## src/sv/bced_pkg.sv

```systemverilog
// Shared types and constants for the button click event detector.
package bced_pkg;

  // Register file geometry
  localparam int unsigned CfgAddrW = 4;
  localparam int unsigned CfgDataW = 32;
  localparam int unsigned TimeW    = 32;
  localparam int unsigned LimitW   = 16;
  localparam int unsigned EventW   = 3;

  // Register indexes (paddr[3:2])
  localparam logic [1:0] REG_DEBOUNCE_ENABLE = 2'd0;
  localparam logic [1:0] REG_DEBOUNCE_MS     = 2'd1;
  localparam logic [1:0] REG_LONG_PRESS_MS   = 2'd2;
  localparam logic [1:0] REG_DOUBLE_CLICK_MS = 2'd3;

  // Reset values
  localparam logic              RST_DEBOUNCE_ENABLE = 1'b1;
  localparam logic [LimitW-1:0] RST_DEBOUNCE_MS     = 16'd20;
  localparam logic [LimitW-1:0] RST_LONG_PRESS_MS   = 16'd1000;
  localparam logic [LimitW-1:0] RST_DOUBLE_CLICK_MS = 16'd300;

  // Event codes
  localparam logic [EventW-1:0] EV_NONE     = 3'd0;
  localparam logic [EventW-1:0] EV_SINGLE   = 3'd1;
  localparam logic [EventW-1:0] EV_DOUBLE   = 3'd2;
  localparam logic [EventW-1:0] EV_LONG     = 3'd3;
  localparam logic [EventW-1:0] EV_LONG_REL = 3'd4;

  // Configuration bundle handed from the register file to the key FSM
  typedef struct packed {
    logic              debounce_enable;
    logic [LimitW-1:0] debounce_ms;
    logic [LimitW-1:0] long_press_ms;
    logic [LimitW-1:0] double_click_ms;
  } cfg_t;

endpackage

```

## src/sv/bced_cfg_regs.sv

```systemverilog
// APB-style configuration registers of the button click event detector.
module bced_cfg_regs (
  input  logic                          clk,
  input  logic                          rst_n,
  input  logic                          psel,
  input  logic                          penable,
  input  logic                          pwrite,
  input  logic [bced_pkg::CfgAddrW-1:0] paddr,
  input  logic [bced_pkg::CfgDataW-1:0] pwdata,
  output logic [bced_pkg::CfgDataW-1:0] prdata,
  output logic                          pready,
  output bced_pkg::cfg_t                cfg
);
  import bced_pkg::*;

  cfg_t       cfg_r;
  logic       wr_en;
  logic [1:0] reg_idx;

  assign pready  = 1'b1;
  assign wr_en   = psel && penable && pwrite;
  assign reg_idx = paddr[3:2];

  // Register writes on the access cycle
  always_ff @(posedge clk) begin
    if (!rst_n) begin
      cfg_r.debounce_enable <= RST_DEBOUNCE_ENABLE;
      cfg_r.debounce_ms     <= RST_DEBOUNCE_MS;
      cfg_r.long_press_ms   <= RST_LONG_PRESS_MS;
      cfg_r.double_click_ms <= RST_DOUBLE_CLICK_MS;
    end else if (wr_en) begin
      case (reg_idx)
        REG_DEBOUNCE_ENABLE: cfg_r.debounce_enable <= pwdata[0];
        REG_DEBOUNCE_MS:     cfg_r.debounce_ms     <= pwdata[LimitW-1:0];
        REG_LONG_PRESS_MS:   cfg_r.long_press_ms   <= pwdata[LimitW-1:0];
        REG_DOUBLE_CLICK_MS: cfg_r.double_click_ms <= pwdata[LimitW-1:0];
        default: ;
      endcase
    end
  end

  // Read mux
  always_comb begin
    prdata = '0;
    case (reg_idx)
      REG_DEBOUNCE_ENABLE: prdata = {{(CfgDataW-1){1'b0}}, cfg_r.debounce_enable};
      REG_DEBOUNCE_MS:     prdata = {{(CfgDataW-LimitW){1'b0}}, cfg_r.debounce_ms};
      REG_LONG_PRESS_MS:   prdata = {{(CfgDataW-LimitW){1'b0}}, cfg_r.long_press_ms};
      REG_DOUBLE_CLICK_MS: prdata = {{(CfgDataW-LimitW){1'b0}}, cfg_r.double_click_ms};
      default:             prdata = '0;
    endcase
  end

  assign cfg = cfg_r;

endmodule

```

## src/sv/bced_fsm.sv

```systemverilog
// Key state machine: one sample per step, one event code per step.
module bced_fsm (
  input  logic                        clk,
  input  logic                        rst_n,
  input  logic                        step,
  input  logic                        pressed,
  input  logic [bced_pkg::TimeW-1:0]  now_ms,
  input  bced_pkg::cfg_t              cfg,
  output logic [bced_pkg::EventW-1:0] event_code
);
  import bced_pkg::*;

  typedef enum logic [2:0] {
    ST_IDLE     = 3'd0,
    ST_DB_PRESS = 3'd1,
    ST_PRESS    = 3'd2,
    ST_DB_REL   = 3'd3,
    ST_WAIT_DBL = 3'd4,
    ST_WAIT_REL = 3'd5,
    ST_DB_FIN   = 3'd6
  } key_state_t;

  key_state_t        key_state_r, key_state_nxt;
  logic [TimeW-1:0]  stamp_ms_r, stamp_ms_nxt;
  logic              long_active_r, long_active_nxt;
  logic [LimitW-1:0] limit;
  logic [TimeW-1:0]  elapsed;
  logic              held;
  logic              db;

  assign db = cfg.debounce_enable;

  // Only one threshold matters per state: pick it, then one subtract and compare
  always_comb begin
    case (key_state_r)
      ST_DB_PRESS, ST_DB_REL, ST_DB_FIN: limit = cfg.debounce_ms;
      ST_PRESS:                          limit = cfg.long_press_ms;
      ST_WAIT_DBL:                       limit = cfg.double_click_ms;
      default:                           limit = '0;
    endcase
  end

  assign elapsed = now_ms - stamp_ms_r;   // wraps modulo 2^32
  assign held    = elapsed >= {{(TimeW-LimitW){1'b0}}, limit};

  // Next state and event
  always_comb begin
    key_state_nxt   = key_state_r;
    stamp_ms_nxt    = stamp_ms_r;
    long_active_nxt = long_active_r;
    event_code      = EV_NONE;
    case (key_state_r)
      ST_IDLE: begin
        if (pressed) begin
          stamp_ms_nxt    = now_ms;
          long_active_nxt = 1'b0;
          key_state_nxt   = db ? ST_DB_PRESS : ST_PRESS;
        end
      end
      ST_DB_PRESS: begin
        if (!db || !pressed) begin
          key_state_nxt = ST_IDLE;
        end else if (held) begin
          key_state_nxt = ST_PRESS;
          stamp_ms_nxt  = now_ms;
        end
      end
      ST_PRESS: begin
        if (pressed) begin
          if (held) begin
            event_code      = EV_LONG;
            long_active_nxt = 1'b1;
            key_state_nxt   = ST_WAIT_REL;
          end
        end else begin
          stamp_ms_nxt  = now_ms;
          key_state_nxt = db ? ST_DB_REL : ST_WAIT_DBL;
        end
      end
      ST_DB_REL: begin
        if (!db) begin
          key_state_nxt = ST_IDLE;
        end else if (pressed) begin
          key_state_nxt = ST_PRESS;
          stamp_ms_nxt  = now_ms;
        end else if (held) begin
          key_state_nxt = ST_WAIT_DBL;
          stamp_ms_nxt  = now_ms;
        end
      end
      ST_WAIT_DBL: begin
        if (pressed) begin
          event_code      = EV_DOUBLE;
          long_active_nxt = 1'b0;
          key_state_nxt   = ST_WAIT_REL;
        end else if (held) begin
          event_code    = EV_SINGLE;
          key_state_nxt = ST_IDLE;
        end
      end
      ST_WAIT_REL: begin
        if (!pressed) begin
          stamp_ms_nxt = now_ms;
          if (db) begin
            key_state_nxt = ST_DB_FIN;
          end else begin
            if (long_active_r) begin
              event_code      = EV_LONG_REL;
              long_active_nxt = 1'b0;
            end
            key_state_nxt = ST_IDLE;
          end
        end
      end
      ST_DB_FIN: begin
        if (!db) begin
          key_state_nxt = ST_IDLE;
        end else if (pressed) begin
          key_state_nxt = ST_WAIT_REL;
        end else if (held) begin
          if (long_active_r) begin
            event_code      = EV_LONG_REL;
            long_active_nxt = 1'b0;
          end
          key_state_nxt = ST_IDLE;
        end
      end
      default: key_state_nxt = ST_IDLE;
    endcase
  end

  // State registers, updated once per processed beat
  always_ff @(posedge clk) begin
    if (!rst_n) begin
      key_state_r   <= ST_IDLE;
      stamp_ms_r    <= '0;
      long_active_r <= 1'b0;
    end else if (step) begin
      key_state_r   <= key_state_nxt;
      stamp_ms_r    <= stamp_ms_nxt;
      long_active_r <= long_active_nxt;
    end
  end

endmodule

```

## src/sv/button_click_event_detector.sv

```systemverilog
// Top level of the button click event detector: input register, key FSM, result register.
//
//   channel  | ports                                    | moves
//   ---------+------------------------------------------+-------------------------------
//   input    | in_valid, in_stall, in_pressed, in_now_ms | one key sample per beat
//   result   | out_valid, out_stall, out_event_res       | one event code per sample
//   config   | psel, penable, pwrite, paddr, pwdata,    | register writes and reads
//            | prdata, pready                           |
//
// One sample per cycle sustained while the result side is not stalled.
// The sample sits in the input register, the FSM step is combinational (one 32-bit
// subtract and compare) and the event lands in the result register.
// rst_n is synchronous; it empties both registers and returns the FSM to idle.
// A stalled result holds the FSM step; the input register then fills and in_stall rises.
module button_click_event_detector (
  input  logic                          clk,
  input  logic                          rst_n,
  input  logic                          in_valid,
  output logic                          in_stall,
  input  logic                          in_pressed,
  input  logic [bced_pkg::TimeW-1:0]    in_now_ms,
  output logic                          out_valid,
  input  logic                          out_stall,
  output logic [bced_pkg::EventW-1:0]   out_event_res,
  input  logic                          psel,
  input  logic                          penable,
  input  logic                          pwrite,
  input  logic [bced_pkg::CfgAddrW-1:0] paddr,
  input  logic [bced_pkg::CfgDataW-1:0] pwdata,
  output logic [bced_pkg::CfgDataW-1:0] prdata,
  output logic                          pready
);
  import bced_pkg::*;

  cfg_t              cfg;
  logic              s0_valid_r;
  logic              s0_pressed_r;
  logic [TimeW-1:0]  s0_now_r;
  logic              out_valid_r;
  logic [EventW-1:0] out_event_r;
  logic              out_block;
  logic              in_take;
  logic              step;
  logic [EventW-1:0] step_event;

  bced_cfg_regs u_cfg (
    .clk     (clk),
    .rst_n   (rst_n),
    .psel    (psel),
    .penable (penable),
    .pwrite  (pwrite),
    .paddr   (paddr),
    .pwdata  (pwdata),
    .prdata  (prdata),
    .pready  (pready),
    .cfg     (cfg)
  );

  // Handshake: the FSM steps whenever the input register holds a sample and the result register can take a beat
  assign out_block = out_valid_r && out_stall;
  assign step      = s0_valid_r && !out_block;
  assign in_stall  = s0_valid_r && out_block;
  assign in_take   = in_valid && !in_stall;

  bced_fsm u_fsm (
    .clk        (clk),
    .rst_n      (rst_n),
    .step       (step),
    .pressed    (s0_pressed_r),
    .now_ms     (s0_now_r),
    .cfg        (cfg),
    .event_code (step_event)
  );

  // Input register
  always_ff @(posedge clk) begin
    if (!rst_n) begin
      s0_valid_r <= 1'b0;
    end else if (in_take) begin
      s0_valid_r <= 1'b1;
    end else if (step) begin
      s0_valid_r <= 1'b0;
    end
  end

  always_ff @(posedge clk) begin
    if (in_take) begin
      s0_pressed_r <= in_pressed;
      s0_now_r     <= in_now_ms;
    end
  end

  // Result register
  always_ff @(posedge clk) begin
    if (!rst_n) begin
      out_valid_r <= 1'b0;
    end else if (step) begin
      out_valid_r <= 1'b1;
    end else if (!out_stall) begin
      out_valid_r <= 1'b0;
    end
  end

  always_ff @(posedge clk) begin
    if (step) begin
      out_event_r <= step_event;
    end
  end

  assign out_valid     = out_valid_r;
  assign out_event_res = out_event_r;

endmodule

```

## config.mk

```make
export PLATFORM = sky130hd
export DESIGN_NAME = button_click_event_detector
export DESIGN_NICKNAME = d
export VERILOG_FILES = /design/src/sv/bced_pkg.sv /design/src/sv/bced_cfg_regs.sv /design/src/sv/bced_fsm.sv /design/src/sv/button_click_event_detector.sv
export SDC_FILE = /design/constraint.sdc
export NUM_CORES = 1
export LEC_CHECK = 0
export BUFFER_PORTS_ARGS = -buffer_cell sky130_fd_sc_hd__buf_2
export CORE_ASPECT_RATIO = 0.6
export CORE_MARGIN = 8
export CORE_UTILIZATION = 55
export CTS_BUF_LIST = sky130_fd_sc_hd__clkbuf_8
export CTS_CLUSTER_DIAMETER = 40
export DETAILED_ROUTE_END_ITERATION = 6
export PLACE_DENSITY = 0.87
export SLEW_MARGIN = 30
export SYNTH_ARGS = -nofsm -noshare
export SYNTH_HDL_FRONTEND = slang
export SYNTH_HIERARCHICAL = 1
export SYNTH_SLANG_ARGS = --single-unit
```

## constraint.sdc

```tcl
create_clock -name clk -period 4.7 [get_ports clk]
set_input_delay 0.47 -clock clk [delete_from_list [all_inputs] [get_ports clk]]
set_output_delay 0.47 -clock clk [all_outputs]
set_load 0.01 [all_outputs]
```

==> impl_metrics.json <==
{
  "outcome": "finished, violations left",
  "violations": "negative setup slack",
  "syn_area_sq_um": 8358,
  "drcViolationCount": 0,
  "gr-total-overflow": 0,
  "async_reset_ff_share_pct": 0,
  "grt_util_all_layers_pct": 21.05,
  "worstPathCellList": "inv_1 > ha_2 > inv_2 > fa_2 > a21o_1 > a221o_1 > and2_4 > nor2_2 > ha_1 > and3_1 > a221oi_2 > o31ai_2 > o2bb2ai_1 > a2111o_1 > nor4_2 > nand4b_2 > buf_6 > or4_4 > and4_1",
  "fin_crit_ns": 4.754,
  "die_h_microns": 111.5,
  "clock_skew_ns": 0.01189,
  "syn-mean-instance-area_sq_um": 8.572,
  "start_util_pct": 55.32,
  "max_slew_margin_pct": 43.88,
  "setup_viol": 10,
  "whs_ns": 0.1894,
  "ctsHoldBuffers": 0,
  "grt_start_max_net_pins": 82,
  "grt_pass1_wl_microns": 34310,
  "final_cells": 1250,
  "yosysTopAreaCellShare_pct": 20.84,
  "ant_nets": 0,
  "netlist_instances": 975,
  "clock-sinks": 123,
  "grt_pass1_vias": 6841,
  "maxCapViolations": 0,
  "nets": 1158,
  "crit_path_end_kind": "register",
  "vias_per_cell": 5.987,
  "leakage_nw": 3.737,
  "wl_per_cell_microns": 17.64,
  "total_power_w": 0.002790,
  "ys_seq_area_share_pct": 33.77,
  "cp_top_family": "simple AND/OR/NAND/NOR gates",
  "vias": 7484,
  "period_share_pct": 101.1,
  "synthTopCellsByArea": "dfxtp_1 (21%), edfxtp_1 (13%), mux2i_1 (11%)",
  "layout-drive-gt1-share_pct": 18.15,
  "coreArea_sq_um": 15110,
  "rsz0062_at_grt": "true",
  "synth_edf_count": 36,
  "holdPathStages": 1,
  "dpl_cell_area_sq_um": 8800,
  "antenna_found_initial": 0,
  "critPathSlowestCell": "or4_4",
  "crit_path_start_kind": "register",
  "synthToLayoutAreaGrowth_pct": 13.25,
  "dpl.hpwl_microns": 15060,
  "path_max_fanout": 8,
  "ys_ff_latch": 123,
  "cp_slowest_stage_delay_ns": 0.41,
  "multiInputGateArea_sq_um": 5061,
  "first_pass_iters": 6,
  "clock.fmax_mhz": 210.4,
  "tightestPinTransition_ns": 0.8331,
  "clk_latency_ns": 0.45,
  "worst-path-stages": 19,
  "fillerInstances": 1216,
  "cp_num_buf_inv": 3,
  "gp_congestion": 0.9647,
  "antenna_cells": 0,
  "cp.arrival_ns": 5.10,
  "cts_tree": "built",
  "drv_slew": 0,
  "final-seq-area_sq_um": 2823,
  "portBuffers": 78,
  "ys_warn_count": 6,
  "powerDensity_nw_per_um2": 294.8,
  "synth_top_flop_cell": "dfxtp_1",
  "die_w_microns": 175.1,
  "synthMostInstantiatedCell": "nand2_1",
  "detail_route.iter0.violations": 922,
  "row_count": 35,
  "crit_type": "reg2reg",
  "h-tree-depth": 4,
  "peakVddDrop_mv": 0.1650,
  "hold_class": "in2reg",
  "fin_area_sq_um": 9465,
  "fp.dieArea_sq_um": 19530,
  "hold_violations": 0,
  "io_pins": 114,
  "numCtsBuffers": 17,
  "routed_wirelength_microns": 22050,
  "cts.reportedPaths.clkPinSlew_ns": 0.08,
  "placed_cells": 1211,
  "root_buffer": "clkbuf_8",
  "synthTopCellsByCount": "nand2_1 (156), mux2i_1 (94), dfxtp_1 (87)",
  "ys_types": 74,
  "cp.required_ns": 5.05,
  "clockBufferDepth": 2,
  "yosys.area.top_type": "dfxtp_1",
  "r2r_cells": 19,
  "setup_ws_ns": -0.05352
}
layout make-up:
class                   count  share of cell area, %
well taps                 203                  2.683
inverters                  46                  1.824
clock inverters            15                  1.930
multi-input cells         737                  53.47
flip-flops and latches    123                  29.82
clock buffers              17                  2.472
repair buffers            109                  7.799
through the flow:
stage	setup TNS, ns	worst slack [ns]	utilization (%)
after floorplan	0	0.2969	-
after global placement	0	0.1294	58.24
after detailed placement	-0.01443	-0.01443	58.24
after CTS	0	0.005829	61.08
after global routing	-1.643	-0.1095	62.65
final	-0.09017	-0.05352	62.65
layer usage:
metal	global-route usage (%)	vias to the layer above	routed length, microns
met2	29.76	455	9192
met3	6.185	35	2341
met1	30.62	3448	10210
met5	0	-	0
li1	-	3546	-
met4	5.062	0	305
placed cells by master (no fill, tap or decap), drive strengths merged, types with 5 or more instances in the layout:
cell      n
clkinv    5
nor4      6
nor2b    18
and4      5
conb     17
xor2      7
nor3     10
o21ai    35
nand2b    9
mux2     15
clkbuf   20
and3      7
a21oi    81
a211oi    5
dfxtp    87
a21o     17
ha       47
buf     106
nor2     62
nand4    11
nand2   156
inv      50
edfxtp   36
nand3    19
a22o     15
o211ai    5
and2      6
o21a     10
mux2i    94
xnor2    13
worst register-to-register path: stages, from the launching register on:
cell and delay [ns]:
edfxtp_1 0.38, inv_1 0.07, ha_2 0.19, inv_2 0.04, fa_2 0.34, a21o_1 0.19, a221o_1 0.40, and2_4 0.19
nor2_2 0.11, ha_1 0.25, and3_1 0.21, a221oi_2 0.26, o31ai_2 0.15, o2bb2ai_1 0.15, a2111o_1 0.38, nor4_2 0.31
nand4b_2 0.21, buf_6 0.19, or4_4 0.41, and4_1 0.21
logic make-up (layout without fill, tap and decap cells):
logic type	after synthesis	in the layout	synth area share, %
adders and majority gates	48	48	7.275
muxes	110	110	13.55
buffers and inverters	130	187	7.754
DFF	123	123	33.77
AOI/OAI and AO/OA	221	221	17.44
and+or+nand+nor	321	321	18.02
other	2	17	0.08985
xor gates and xnor gates	20	20	2.096
flip-flops by register name, indices dropped and copies added (netlist names):
| signal | count |
|---|---|
| u_fsm/key_state_r | 3 |
| s0_now_r | 32 |
| u_fsm/stamp_ms_r | 32 |
| s0_pressed_r | 1 |
| u_cfg/cfg | 49 |
| out_event_res | 3 |
| out_valid | 1 |
| u_fsm/long_active_r | 1 |
| s0_valid_r | 1 |
final timing paths:
kind                        startpoint                   end  slack [ns]
setup / recovery           s0_now_r[0]   u_fsm/long_active_r       -0.05
hold / removal           in_now_ms[16]          s0_now_r[16]        0.19
setup reg to reg           s0_now_r[0]   u_fsm/long_active_r       -0.05
hold reg to reg   u_fsm/stamp_ms_r[17]  u_fsm/stamp_ms_r[17]        0.46
timing repair:
| action | CTS | global route |
|---|---|---|
| gates resized for setup | 2 | 24 |
| pin swaps | 0 | 11 |
| endpoints found under the setup margin | 1 | 39 |
| buffers inserted | 0 | 2 |
| cloned | 0 | 4 |
power by group:
| group | internal [W] | switching, W |
|---|---|---|
| Clock | 0.000569 | 0.000441 |
| Sequential | 0.00113 | 0.0000266 |
| Combinational | 0.000256 | 0.000367 |
Note: power is estimated with default switching activity, not from simulation.
